--- src/rtl/clsa_pkg.sv ---
// ----------------------------------------------------------------------------
// clsa_pkg
// Types, widths and codes shared by the class score loss accumulator.
// ----------------------------------------------------------------------------
package clsa_pkg;

   localparam int MAX_CLASSES_DEFAULT = 64;
   localparam int QUEUE_DEPTH_DEFAULT = 4;

   localparam int SCORE_W       = 16;
   localparam int CLASS_W       = 6;
   localparam int LOSS_W        = 48;
   localparam int FRACTION_W    = 8;
   localparam int MAGSUM_W      = 22;
   localparam int MODE_W        = 2;
   localparam int NUM_CLASSES_W = 7;
   localparam int MAGNITUDE_W   = 11;
   localparam int CSR_INDEX_W   = 2;
   localparam int CSR_DATA_W    = 11;

   localparam int DIVIDEND_W = LOSS_W + FRACTION_W;
   localparam int DIV_STEPS  = DIVIDEND_W;

   localparam logic [LOSS_W-1:0]     LOSS_MAX     = {LOSS_W{1'b1}};
   localparam logic [MAGSUM_W-1:0]   MAGSUM_MAX   = {MAGSUM_W{1'b1}};
   localparam logic [FRACTION_W-1:0] FRACTION_MAX = {FRACTION_W{1'b1}};

   localparam logic [CSR_INDEX_W-1:0] CSR_MODE             = 2'd0;
   localparam logic [CSR_INDEX_W-1:0] CSR_NUM_CLASSES      = 2'd1;
   localparam logic [CSR_INDEX_W-1:0] CSR_TARGET_MAGNITUDE = 2'd2;

   localparam logic [MODE_W-1:0] MODE_PLAIN = 2'd0;

   typedef struct packed {
      logic signed [SCORE_W-1:0] score;
      logic [CLASS_W-1:0]        true_class;
   } req_type;

   typedef struct packed {
      logic [LOSS_W-1:0]     loss;
      logic [FRACTION_W-1:0] loss_fraction;
      logic [CLASS_W-1:0]    predicted_class;
      logic                  correct;
      logic                  divide_by_zero;
   } rsp_type;

   // one finished vector handed from the front to the back
   typedef struct packed {
      logic [LOSS_W-1:0]   loss;
      logic [MAGSUM_W-1:0] magnitude;
      logic [CLASS_W-1:0]  predicted_class;
      logic                correct;
      logic                normalized;
   } summary_type;

   typedef enum logic [1:0] {
      BK_IDLE,
      BK_DIVIDE,
      BK_OUTPUT
   } back_state_type;

endpackage

--- src/rtl/class_score_loss_accumulator.sv ---
// ----------------------------------------------------------------------------
// class_score_loss_accumulator
// Squared error loss and argmax over streamed class score vectors.
// ----------------------------------------------------------------------------
//   channel   direction  beat contents
//   req_      in         one class score and the true class
//   rsp_      out        loss, fraction, predicted class, correct, zero flag
//   csr_      in         register index and write data
//
// The front takes one score a cycle unless stalled; a score passes stages
// s1, s2 and s3 before it reaches the loss accumulator. Each finished
// vector goes into a four entry queue. The back takes one vector from the
// queue per result, the next after the output beat; in normalized mode the
// divider runs first (a zero divisor skips it); a stalled receiver adds its
// wait. With the queue full the front stalls at its last pipe stage.
// Reset is synchronous and clears all control and accumulator state.
// ----------------------------------------------------------------------------
module class_score_loss_accumulator #(
   parameter int MAX_CLASSES = clsa_pkg::MAX_CLASSES_DEFAULT,
   parameter int QUEUE_DEPTH = clsa_pkg::QUEUE_DEPTH_DEFAULT
) (
   input  logic                              clock,
   input  logic                              reset,
   input  logic                              req_valid,
   output logic                              req_ready,
   input  clsa_pkg::req_type                 req_data,
   output logic                              rsp_valid,
   input  logic                              rsp_ready,
   output clsa_pkg::rsp_type                 rsp_data,
   input  logic                              csr_valid,
   output logic                              csr_ready,
   input  logic [clsa_pkg::CSR_INDEX_W-1:0]  csr_index,
   input  logic [clsa_pkg::CSR_DATA_W-1:0]   csr_data
);
   import clsa_pkg::*;

   logic [MODE_W-1:0]        mode_ff, mode_in;
   logic [NUM_CLASSES_W-1:0] num_classes_ff, num_classes_in;
   logic [MAGNITUDE_W-1:0]   magnitude_ff, magnitude_in;

   logic        push_valid, push_full, pop, empty;
   summary_type push_data, pop_data;

   assign csr_ready = 1'b1;

   always_comb begin
      mode_in        = mode_ff;
      num_classes_in = num_classes_ff;
      magnitude_in   = magnitude_ff;
      if (csr_valid) begin
         case (csr_index)
            CSR_MODE:             mode_in        = csr_data[MODE_W-1:0];
            CSR_NUM_CLASSES:      num_classes_in = csr_data[NUM_CLASSES_W-1:0];
            CSR_TARGET_MAGNITUDE: magnitude_in   = csr_data[MAGNITUDE_W-1:0];
            default: ;
         endcase
      end
   end

   always_ff @(posedge clock) begin
      if (reset) begin
         mode_ff        <= MODE_PLAIN;
         num_classes_ff <= NUM_CLASSES_W'(10);
         magnitude_ff   <= MAGNITUDE_W'(64);
      end else begin
         mode_ff        <= mode_in;
         num_classes_ff <= num_classes_in;
         magnitude_ff   <= magnitude_in;
      end
   end

   clsa_front #(
      .MAX_CLASSES(MAX_CLASSES)
   ) u_front (
      .clock           (clock),
      .reset           (reset),
      .req_valid       (req_valid),
      .req_ready       (req_ready),
      .req_data        (req_data),
      .mode            (mode_ff),
      .num_classes     (num_classes_ff),
      .target_magnitude(magnitude_ff),
      .push_valid      (push_valid),
      .push_full       (push_full),
      .push_data       (push_data)
   );

   clsa_queue #(
      .DEPTH(QUEUE_DEPTH)
   ) u_queue (
      .clock     (clock),
      .reset     (reset),
      .push_valid(push_valid),
      .push_full (push_full),
      .push_data (push_data),
      .pop       (pop),
      .empty     (empty),
      .pop_data  (pop_data)
   );

   clsa_back u_back (
      .clock    (clock),
      .reset    (reset),
      .empty    (empty),
      .pop      (pop),
      .pop_data (pop_data),
      .rsp_valid(rsp_valid),
      .rsp_ready(rsp_ready),
      .rsp_data (rsp_data)
   );

endmodule

--- src/rtl/clsa_front.sv ---
// ----------------------------------------------------------------------------
// clsa_front
// Score intake: argmax, magnitude sum and a three stage squared error
// pipeline feeding the saturating loss accumulator.
// ----------------------------------------------------------------------------
module clsa_front #(
   parameter int MAX_CLASSES = clsa_pkg::MAX_CLASSES_DEFAULT
) (
   input  logic                                clock,
   input  logic                                reset,
   input  logic                                req_valid,
   output logic                                req_ready,
   input  clsa_pkg::req_type                   req_data,
   input  logic [clsa_pkg::MODE_W-1:0]         mode,
   input  logic [clsa_pkg::NUM_CLASSES_W-1:0]  num_classes,
   input  logic [clsa_pkg::MAGNITUDE_W-1:0]    target_magnitude,
   output logic                                push_valid,
   input  logic                                push_full,
   output clsa_pkg::summary_type               push_data
);
   import clsa_pkg::*;

   localparam int PW = $clog2(MAX_CLASSES);
   localparam int NW = $clog2(MAX_CLASSES + 1);
   localparam int LW = (NW > NUM_CLASSES_W) ? NW : NUM_CLASSES_W;
   localparam int CW = (PW > CLASS_W) ? PW : CLASS_W;
   localparam int DW = SCORE_W;
   localparam int SQW = 2 * DW;
   localparam int TW = SQW + PW;
   localparam int SW = ((TW > LOSS_W) ? TW : LOSS_W) + 1;

   // vector state
   logic [PW-1:0]             position_ff, position_in;
   logic [CLASS_W-1:0]        latched_ff, latched_in;
   logic signed [SCORE_W-1:0] best_ff, best_in;
   logic [PW-1:0]             best_class_ff, best_class_in;
   logic [MAGSUM_W-1:0]       mag_ff, mag_in;
   logic [LOSS_W-1:0]         loss_ff, loss_in;

   // pipeline
   logic                s1_valid_ff, s2_valid_ff, s3_valid_ff;
   logic                s1_first_ff, s2_first_ff, s3_first_ff;
   logic                s1_last_ff, s2_last_ff, s3_last_ff;
   logic [DW-1:0]       s1_diff_ff;
   logic [PW-1:0]       s1_weight_ff, s2_weight_ff;
   logic [SQW-1:0]      s2_sq_ff;
   logic [TW-1:0]       s3_term_ff;
   summary_type         s1_info_ff, s2_info_ff, s3_info_ff;

   logic                advance, accept, first, last, is_true;
   logic [LW-1:0]       num_ext, n_eff, pos_ext;
   logic [CW-1:0]       latched_ext, best_class_ext;
   logic [DW-1:0]       diff_abs, score_abs;
   logic signed [17:0]  mag_s, expected, diff, diff_neg, diff_full;
   logic [PW-1:0]       weight;
   logic [MAGSUM_W:0]   mag_sum;
   logic [SW-1:0]       loss_sum;
   logic [LOSS_W-1:0]   loss_base;
   summary_type         info;

   assign advance   = !(s3_valid_ff && s3_last_ff && push_full);
   assign req_ready = advance;
   assign accept    = req_valid && advance;

   always_comb begin
      num_ext = LW'(num_classes);
      if (num_ext < LW'(2)) begin
         n_eff = LW'(2);
      end else if (num_ext > LW'(MAX_CLASSES)) begin
         n_eff = LW'(MAX_CLASSES);
      end else begin
         n_eff = num_ext;
      end
      pos_ext = LW'(position_ff);
      first   = (position_ff == '0);
      last    = ({1'b0, pos_ext} + 1'b1) >= {1'b0, n_eff};

      latched_in = first ? req_data.true_class : latched_ff;
      if (first) begin
         best_in       = req_data.score;
         best_class_in = '0;
      end else if (req_data.score > best_ff) begin
         best_in       = req_data.score;
         best_class_in = position_ff;
      end else begin
         best_in       = best_ff;
         best_class_in = best_class_ff;
      end

      latched_ext    = CW'(latched_in);
      best_class_ext = CW'(best_class_in);
      is_true        = (CW'(position_ff) == latched_ext);

      mag_s     = signed'({7'b0, target_magnitude});
      expected  = is_true ? mag_s : -mag_s;
      diff      = expected - 18'(req_data.score);
      diff_neg  = -diff;
      diff_full = diff[17] ? diff_neg : diff;
      diff_abs  = diff_full[DW-1:0];

      if (mode != MODE_PLAIN && is_true) begin
         weight = PW'(n_eff - LW'(1));
      end else begin
         weight = PW'(1);
      end

      score_abs = req_data.score[SCORE_W-1] ? (~req_data.score + 1'b1) : req_data.score;
      mag_sum   = {1'b0, (first ? '0 : mag_ff)} + (MAGSUM_W + 1)'(score_abs);
      mag_in    = (mag_sum > {1'b0, MAGSUM_MAX}) ? MAGSUM_MAX : mag_sum[MAGSUM_W-1:0];

      position_in = last ? '0 : position_ff + 1'b1;

      info.loss            = '0;
      info.magnitude       = mag_in;
      info.predicted_class = best_class_ext[CLASS_W-1:0];
      info.correct         = (best_class_ext == latched_ext);
      info.normalized      = mode[1];
   end

   // saturating accumulation at the end of the pipe
   always_comb begin
      loss_base = s3_first_ff ? '0 : loss_ff;
      loss_sum  = SW'(loss_base) + SW'(s3_term_ff);
      loss_in   = (loss_sum > SW'(LOSS_MAX)) ? LOSS_MAX : loss_sum[LOSS_W-1:0];
      push_valid = s3_valid_ff && s3_last_ff;
      push_data  = s3_info_ff;
      push_data.loss = loss_in;
   end

   always_ff @(posedge clock) begin
      if (reset) begin
         position_ff   <= '0;
         latched_ff    <= '0;
         best_ff       <= '0;
         best_class_ff <= '0;
         mag_ff        <= '0;
         loss_ff       <= '0;
         s1_valid_ff   <= 1'b0;
         s2_valid_ff   <= 1'b0;
         s3_valid_ff   <= 1'b0;
      end else begin
         if (accept) begin
            position_ff   <= position_in;
            latched_ff    <= latched_in;
            best_ff       <= best_in;
            best_class_ff <= best_class_in;
            mag_ff        <= mag_in;
         end
         if (advance) begin
            s1_valid_ff <= req_valid;
            s2_valid_ff <= s1_valid_ff;
            s3_valid_ff <= s2_valid_ff;
            if (s3_valid_ff) begin
               loss_ff <= loss_in;
            end
         end
      end
   end

   always_ff @(posedge clock) begin
      if (advance) begin
         s1_first_ff  <= first;
         s1_last_ff   <= last;
         s1_diff_ff   <= diff_abs;
         s1_weight_ff <= weight;
         s1_info_ff   <= info;

         s2_first_ff  <= s1_first_ff;
         s2_last_ff   <= s1_last_ff;
         s2_sq_ff     <= s1_diff_ff * s1_diff_ff;
         s2_weight_ff <= s1_weight_ff;
         s2_info_ff   <= s1_info_ff;

         s3_first_ff  <= s2_first_ff;
         s3_last_ff   <= s2_last_ff;
         s3_term_ff   <= TW'(s2_sq_ff) * TW'(s2_weight_ff);
         s3_info_ff   <= s2_info_ff;
      end
   end

endmodule

--- src/rtl/clsa_queue.sv ---
// ----------------------------------------------------------------------------
// clsa_queue
// Small register queue of finished vector summaries between front and back.
// ----------------------------------------------------------------------------
module clsa_queue #(
   parameter int DEPTH = clsa_pkg::QUEUE_DEPTH_DEFAULT
) (
   input  logic                  clock,
   input  logic                  reset,
   input  logic                  push_valid,
   output logic                  push_full,
   input  clsa_pkg::summary_type push_data,
   input  logic                  pop,
   output logic                  empty,
   output clsa_pkg::summary_type pop_data
);
   import clsa_pkg::*;

   localparam int AW = (DEPTH > 1) ? $clog2(DEPTH) : 1;
   localparam int CNTW = $clog2(DEPTH + 1);

   summary_type     entry_ff [DEPTH];
   logic [AW-1:0]   wr_ptr_ff, wr_ptr_in, rd_ptr_ff, rd_ptr_in;
   logic [CNTW-1:0] count_ff, count_in;
   logic            do_push, do_pop;

   assign push_full = (count_ff == CNTW'(DEPTH));
   assign empty     = (count_ff == '0);
   assign pop_data  = entry_ff[rd_ptr_ff];
   assign do_push   = push_valid && !push_full;
   assign do_pop    = pop && !empty;

   always_comb begin
      wr_ptr_in = wr_ptr_ff;
      rd_ptr_in = rd_ptr_ff;
      count_in  = count_ff;
      if (do_push) begin
         wr_ptr_in = (wr_ptr_ff == AW'(DEPTH - 1)) ? '0 : wr_ptr_ff + 1'b1;
      end
      if (do_pop) begin
         rd_ptr_in = (rd_ptr_ff == AW'(DEPTH - 1)) ? '0 : rd_ptr_ff + 1'b1;
      end
      if (do_push && !do_pop) begin
         count_in = count_ff + 1'b1;
      end else if (do_pop && !do_push) begin
         count_in = count_ff - 1'b1;
      end
   end

   always_ff @(posedge clock) begin
      if (reset) begin
         wr_ptr_ff <= '0;
         rd_ptr_ff <= '0;
         count_ff  <= '0;
      end else begin
         wr_ptr_ff <= wr_ptr_in;
         rd_ptr_ff <= rd_ptr_in;
         count_ff  <= count_in;
      end
   end

   always_ff @(posedge clock) begin
      if (do_push) begin
         entry_ff[wr_ptr_ff] <= push_data;
      end
   end

endmodule

--- src/rtl/clsa_back.sv ---
// ----------------------------------------------------------------------------
// clsa_back
// Result stage: optional bit serial normalizing division and the output
// register of the result channel.
// ----------------------------------------------------------------------------
module clsa_back (
   input  logic                  clock,
   input  logic                  reset,
   input  logic                  empty,
   output logic                  pop,
   input  clsa_pkg::summary_type pop_data,
   output logic                  rsp_valid,
   input  logic                  rsp_ready,
   output clsa_pkg::rsp_type     rsp_data
);
   import clsa_pkg::*;

   localparam int CNTW = $clog2(DIV_STEPS);

   back_state_type        state_ff, state_in;
   logic [CNTW-1:0]       count_ff, count_in;
   logic [MAGSUM_W-1:0]   rem_ff, rem_in, div_ff;
   logic [DIVIDEND_W-1:0] quo_ff, quo_in;
   rsp_type               rsp_ff;

   logic                  need_divide, div_done, start, step;
   logic [MAGSUM_W:0]     trial, trial_diff;
   logic                  fits;

   assign need_divide = pop_data.normalized && (pop_data.magnitude != '0);
   assign div_done    = (count_ff == CNTW'(DIV_STEPS - 1));

   // next state
   always_comb begin
      state_in = state_ff;
      case (state_ff)
         BK_IDLE: begin
            if (!empty) begin
               state_in = need_divide ? BK_DIVIDE : BK_OUTPUT;
            end
         end
         BK_DIVIDE: begin
            if (div_done) begin
               state_in = BK_OUTPUT;
            end
         end
         BK_OUTPUT: begin
            if (rsp_ready) begin
               state_in = BK_IDLE;
            end
         end
         default: state_in = BK_IDLE;
      endcase
   end

   // outputs
   always_comb begin
      pop       = 1'b0;
      start     = 1'b0;
      step      = 1'b0;
      rsp_valid = 1'b0;
      case (state_ff)
         BK_IDLE: begin
            pop   = !empty;
            start = !empty;
         end
         BK_DIVIDE: step      = 1'b1;
         BK_OUTPUT: rsp_valid = 1'b1;
         default: ;
      endcase
   end

   // restoring division, one quotient bit a cycle
   always_comb begin
      trial      = {rem_ff, quo_ff[DIVIDEND_W-1]};
      trial_diff = trial - {1'b0, div_ff};
      fits       = (trial >= {1'b0, div_ff});
      rem_in     = fits ? trial_diff[MAGSUM_W-1:0] : trial[MAGSUM_W-1:0];
      quo_in     = {quo_ff[DIVIDEND_W-2:0], fits};
      count_in   = start ? '0 : count_ff + 1'b1;
   end

   always_ff @(posedge clock) begin
      if (reset) begin
         state_ff <= BK_IDLE;
      end else begin
         state_ff <= state_in;
      end
   end

   always_ff @(posedge clock) begin
      if (start) begin
         count_ff <= count_in;
         rem_ff   <= '0;
         quo_ff   <= {pop_data.loss, {FRACTION_W{1'b0}}};
         div_ff   <= pop_data.magnitude;
         rsp_ff.predicted_class <= pop_data.predicted_class;
         rsp_ff.correct         <= pop_data.correct;
         if (!pop_data.normalized) begin
            rsp_ff.loss           <= pop_data.loss;
            rsp_ff.loss_fraction  <= '0;
            rsp_ff.divide_by_zero <= 1'b0;
         end else begin
            // zero divisor saturates and flags
            rsp_ff.loss           <= LOSS_MAX;
            rsp_ff.loss_fraction  <= FRACTION_MAX;
            rsp_ff.divide_by_zero <= (pop_data.magnitude == '0);
         end
      end else if (step) begin
         count_ff <= count_in;
         rem_ff   <= rem_in;
         quo_ff   <= quo_in;
         if (div_done) begin
            rsp_ff.loss          <= quo_in[DIVIDEND_W-1:FRACTION_W];
            rsp_ff.loss_fraction <= quo_in[FRACTION_W-1:0];
         end
      end
   end

   assign rsp_data = rsp_ff;

endmodule

--- config.mk ---
export PLATFORM = sky130hd
export DESIGN_NAME = class_score_loss_accumulator
export DESIGN_NICKNAME = d
export VERILOG_FILES = /design/src/rtl/clsa_pkg.sv /design/src/rtl/class_score_loss_accumulator.sv /design/src/rtl/clsa_front.sv /design/src/rtl/clsa_queue.sv /design/src/rtl/clsa_back.sv
export SDC_FILE = /design/constraint.sdc
export NUM_CORES = 2
export LEC_CHECK = 0
export ABC_CLOCK_PERIOD_IN_PS = 11450
export BUFFER_PORTS_ARGS = -buffer_cell sky130_fd_sc_hd__buf_2
export CAP_MARGIN = 30
export CORE_ASPECT_RATIO = 1.5
export CORE_MARGIN = 1.5
export CORE_UTILIZATION = 64
export DETAILED_ROUTE_END_ITERATION = 10
export PLACE_DENSITY = 0.81
export SLEW_MARGIN = 5
export SYNTH_ARGS = -nofsm -noshare
export SYNTH_HDL_FRONTEND = slang
export SYNTH_SLANG_ARGS = --single-unit
--- constraint.sdc ---
create_clock -name clock -period 11.45 [get_ports clock]
set_input_delay 2.29 -clock clock [delete_from_list [all_inputs] [get_ports clock]]
set_output_delay 2.29 -clock clock [all_outputs]
set_load 0.01 [all_outputs]
==> metrics.log <==
[metrics] number of post-CTS setup repair buffers: 0
[metrics] Setup crit end: u_front.s2_sq_ff[31]
[metrics] CTS tree: done
[metrics] Ant. Diodes: 0
[metrics] clock insertion delay at the later pin of the skew report: 0.63 ns
[metrics] clock buffers created by TritonCTS: 74
[metrics] worst r2r path cells: 23
[metrics] layout cells sized above 1: 9.283%
[metrics] EDFF count, synth: 645
[metrics] grt ovf: 0
[metrics] Die Span Y: 342.6 um
[metrics] part of the Yosys area used for sequential elements: 46.19%
[metrics] input/output buffers: 105
[metrics] post-synth top area share: 39.36%
[metrics] critical path data arrival time: 7.53 ns
[metrics] num ports: 107
[metrics] Min-Delay Path Depth: 0
[metrics] vias after detailed routing: 32670
[metrics] register clock-pin slew on the reported worst setup and hold paths: 0.07 ns
[metrics] number of distinct library cell variants in the gate-level netlist after synthesis: 97
[metrics] via count of the first global-routing pass: 33700
[metrics] filler cell count in the final layout: 5189
[metrics] largest driver fanout on the critical path: 13
[metrics] count of standard-cell rows: 124
[metrics] setup repair after global routing missed its margin: no
[metrics] overall track demand over capacity in global routing: 27.01%
[metrics] measured slew at the worst slew-check pin: 1.008 ns
[metrics] Highest Clock Rate: 139.2 MHz
[metrics] number of violations of the max-capacitance limit: 0
[metrics] type of destination of the critical path: register
[metrics] wire length of the first global-routing pass: 170800 um
[metrics] sort of element at the start of the critical path: register
[metrics] Core Footprint: 76180 um2
[metrics] synth-to-layout area growth: 8.859%
[metrics] pins over their slew limit: 0
[metrics] worst clock skew on the final layout: 0.03812 ns
[metrics] post-detailed-routing wire length: 103900 um
[metrics] primary flip-flop cell chosen by synthesis mapping: sky130_fd_sc_hd__edfxtp_1
[metrics] yosys warns: 0
[metrics] tightest slew margin relative to the limit: 32.80%
[metrics] Reg2Reg Setup Slack: 4.26 ns
[metrics] min Tclk post-route: 7.185 ns
[metrics] antenna viol nets, final: 0
[metrics] half-perimeter wire length of the detailed placement result: 73260 um
[metrics] floorplan die width: 229.4 um
[metrics] Crit Path Class: reg2reg
[metrics] final RePlAce weighted congestion: 0.9019
[metrics] number of levels the H-tree was split into: 3
[metrics] Die Footprint: 78600 um2
[metrics] cts hold-fix bufs: 0
[metrics] antenna violations before repair: 0
[metrics] Reg2Reg Launch Point: u_front.s1_diff_ff[8]
[metrics] top cells by area, synth: sky130_fd_sc_hd__edfxtp_1 39%, sky130_fd_sc_hd__fa_1 12%, sky130_fd_sc_hd__ha_1 7.0%, sky130_fd_sc_hd__dfxtp_1 6.8%, sky130_fd_sc_hd__nand2_1 4.3%
[metrics] post-synthesis async set-or-reset flop share: 0%
[metrics] Hold Fails Final Rpt: 0
[metrics] CP Data Required Time: 11.80 ns
[metrics] Syn Inst Count: 4381
[metrics] Avg Vias per Cell: 5.940
[metrics] Clock Tree Buf Depth: 3
[metrics] count of routing violations after the opening detailed-route iteration: 2422
[metrics] largest net degree at the start of global routing: 103
[metrics] area leader, netlist: sky130_fd_sc_hd__edfxtp_1
[metrics] Setup Viol. Count Final: 0
[metrics] DRC Markers: 0
[metrics] clock root buffer: sky130_fd_sc_hd__clkbuf_16
[metrics] net total in the final layout: 5033
[metrics] worst reg2reg path endpoint: u_front.s2_sq_ff[31]
[metrics] drt pass-1 iters: 8
[metrics] HP Class: reg2reg
[metrics] post-CTS sizing: 0
[metrics] status: finished clean
[metrics] post-synthesis instance area: 49210 um2
[metrics] final worst-path cycle share: 62.75%
[metrics] Final TNS setup: 0 ns
[metrics] Initial Utilization: 64.60%
[metrics] number of clock sinks: 813
[metrics] synthesized area divided by synthesized cell count: 11.23 um2
[metrics] worst setup path startpoint: u_front.s1_diff_ff[8]
[metrics] routed len/inst: 18.90 um
[metrics] post-synthesis sequential element count: 813
[Yosys cell counts (all sizes together), types with 26 or more instances]
master  instances
edfxtp        645
nand2         559
inv           497
fa            286
ha            276
nor2          257
o21ai         189
a21oi         188
dfxtp         168
clkbuf        144
xnor2         131
and2           94
a21o           79
mux4           78
nor2b          74
nor3           72
xor2           70
a22o           53
mux2i          48
nand3          41
a31oi          38
o21a           28
buf            26
nand2b         26
[final cells by class]
type	count	area (um2)	share of cell area (%)
clock buffers	90	2026	3.782
repair buffers	143	1041	1.943
well taps	1008	1261	2.354
flip-flops and latches	813	22740	42.45
multi-input cells	2899	23970	44.76
inverters	500	1879	3.508
clock inverters	47	646.9	1.208
[metal layers]
layer,GRT usage [%],wire length (um),vias to the layer above
met2,50.13,55250,1015
met3,3.125,4706,262
met4,10.17,3659,0
li1,-,-,15280
met1,32.07,40320,16110
met5,0,0,-
[placed cells by master, fill, tap and decap left out, types with 14 or more instances in the layout]
| cell | netlist | layout |
|---|---|---|
| sky130_fd_sc_hd__nor3_1 | 71 | 71 |
| sky130_fd_sc_hd__and2_1 | 94 | 89 |
| sky130_fd_sc_hd__a211oi_1 | 19 | 19 |
| sky130_fd_sc_hd__or3_1 | 18 | 18 |
| sky130_fd_sc_hd__nand2b_1 | 26 | 26 |
| sky130_fd_sc_hd__and3_1 | 19 | 19 |
| sky130_fd_sc_hd__nand4_1 | 21 | 21 |
| sky130_fd_sc_hd__clkbuf_16 | 0 | 77 |
| sky130_fd_sc_hd__nor2b_1 | 74 | 73 |
| sky130_fd_sc_hd__o21ai_0 | 180 | 180 |
| sky130_fd_sc_hd__a21oi_1 | 182 | 181 |
| sky130_fd_sc_hd__xnor2_1 | 129 | 129 |
| sky130_fd_sc_hd__buf_2 | 13 | 104 |
| sky130_fd_sc_hd__nand3_1 | 41 | 41 |
| sky130_fd_sc_hd__dfxtp_1 | 168 | 166 |
| sky130_fd_sc_hd__a31oi_1 | 37 | 36 |
| sky130_fd_sc_hd__a311oi_1 | 18 | 18 |
| sky130_fd_sc_hd__o211ai_1 | 14 | 14 |
| sky130_fd_sc_hd__edfxtp_1 | 645 | 645 |
| sky130_fd_sc_hd__mux4_2 | 78 | 78 |
| sky130_fd_sc_hd__or2_2 | 19 | 19 |
| sky130_fd_sc_hd__a22o_1 | 53 | 53 |
| sky130_fd_sc_hd__o31ai_1 | 18 | 17 |
| sky130_fd_sc_hd__ha_1 | 276 | 276 |
| sky130_fd_sc_hd__o21a_1 | 27 | 27 |
| sky130_fd_sc_hd__o21bai_1 | 19 | 19 |
| sky130_fd_sc_hd__nand2_1 | 558 | 556 |
| sky130_fd_sc_hd__nor2_1 | 254 | 253 |
| sky130_fd_sc_hd__a21o_1 | 79 | 79 |
| sky130_fd_sc_hd__mux2i_1 | 48 | 48 |
| sky130_fd_sc_hd__buf_4 | 1 | 26 |
| sky130_fd_sc_hd__fa_1 | 286 | 286 |
| sky130_fd_sc_hd__nor4_1 | 18 | 18 |
| sky130_fd_sc_hd__inv_1 | 496 | 495 |
| sky130_fd_sc_hd__xor2_1 | 70 | 70 |
[flip-flops by register name, indices dropped and copies added (netlist names), 3 cells and up, named ones only]
signal                 count
num_classes_ff             7
u_queue.count_ff           3
u_front.s1_weight_ff       6
u_front.s2_weight_ff       6
u_queue.entry_ff         312
u_front.best_class_ff      6
u_back.rsp_data           64
u_front.s1_info_ff        30
u_front.latched_ff         6
u_front.s1_diff_ff        16
u_front.push_data         30
u_front.s2_sq_ff          31
u_front.position_ff        6
u_back.quo_ff             56
u_front.best_ff           16
u_front.loss_ff           48
u_back.count_ff            6
u_front.mag_ff            22
magnitude_ff              11
u_front.s3_term_ff        38
u_front.s2_info_ff        30
u_back.rem_ff             22
u_back.div_ff             22
[cell families after synthesis]
kind of cell	synth area share, %
AO/OA/AOI/OAI	9.982
XOR/XNOR	3.631
adder cells (fa/ha/maj)	18.65
buffers and inverters	5.197
flip-flops	46.19
multiplexers	4.638
other	0.01526
AND/OR/NAND/NOR	11.69
[metrics by stage]
stage	std cells	hold WS (ns)	setup WS [ns]	instance area (um2)	util, %
2_1_floorplan	4382	0.4003	2.490	49210	-
3_3_place_gp	5349	0.4002	3.967	50560	66.37
3_5_place_dp	5359	0.4045	3.727	50830	66.72
4_1_cts	5496	0.4177	4.259	53500	70.23
5_1_grt	5500	0.4201	3.824	53570	70.32
6_report	5500	0.4083	4.265	53570	70.32
[how the worst min path moves through the flow]
| stage | end | startpoint | slack, ns |
|---|---|---|---|
| 4_1_cts | u_front.push_data[7] | u_front.s2_info_ff[7] | 0.42 |
| 6_report | u_front.s2_info_ff[21] | u_front.s1_info_ff[21] | 0.41 |
| 5_1_grt | u_front.s2_info_ff[2] | u_front.s1_info_ff[2] | 0.42 |
| 2_1_floorplan | u_front.push_data[0] | u_front.s2_info_ff[0] | 0.40 |
| 3_3_place_gp | u_front.s2_info_ff[10] | u_front.s1_info_ff[10] | 0.40 |
| 3_5_place_dp | u_front.push_data[15] | u_front.s2_info_ff[15] | 0.40 |
[critical path: stages (launching register included)]
cell and delay (ns):
sky130_fd_sc_hd__edfxtp_1 0.68, sky130_fd_sc_hd__inv_1 0.23, sky130_fd_sc_hd__nor2_1 0.24, sky130_fd_sc_hd__inv_1 0.09, sky130_fd_sc_hd__fa_1 0.54, sky130_fd_sc_hd__inv_1 0.05
sky130_fd_sc_hd__ha_1 0.23, sky130_fd_sc_hd__fa_1 0.56, sky130_fd_sc_hd__fa_1 0.44, sky130_fd_sc_hd__fa_1 0.54, sky130_fd_sc_hd__inv_1 0.05, sky130_fd_sc_hd__fa_1 0.52
sky130_fd_sc_hd__inv_1 0.04, sky130_fd_sc_hd__ha_1 0.34, sky130_fd_sc_hd__a21o_1 0.18, sky130_fd_sc_hd__a21oi_1 0.14, sky130_fd_sc_hd__o21ai_0 0.11, sky130_fd_sc_hd__a221oi_1 0.50
sky130_fd_sc_hd__o211ai_1 0.24, sky130_fd_sc_hd__a311oi_1 0.44, sky130_fd_sc_hd__o21ai_1 0.13, sky130_fd_sc_hd__a21o_1 0.19, sky130_fd_sc_hd__a221oi_1 0.30, sky130_fd_sc_hd__xnor2_1 0.10
Power is left out: the tool's default activity adds up to more than one toggle a clock period on the data nets, which glitch-free logic cannot reach.
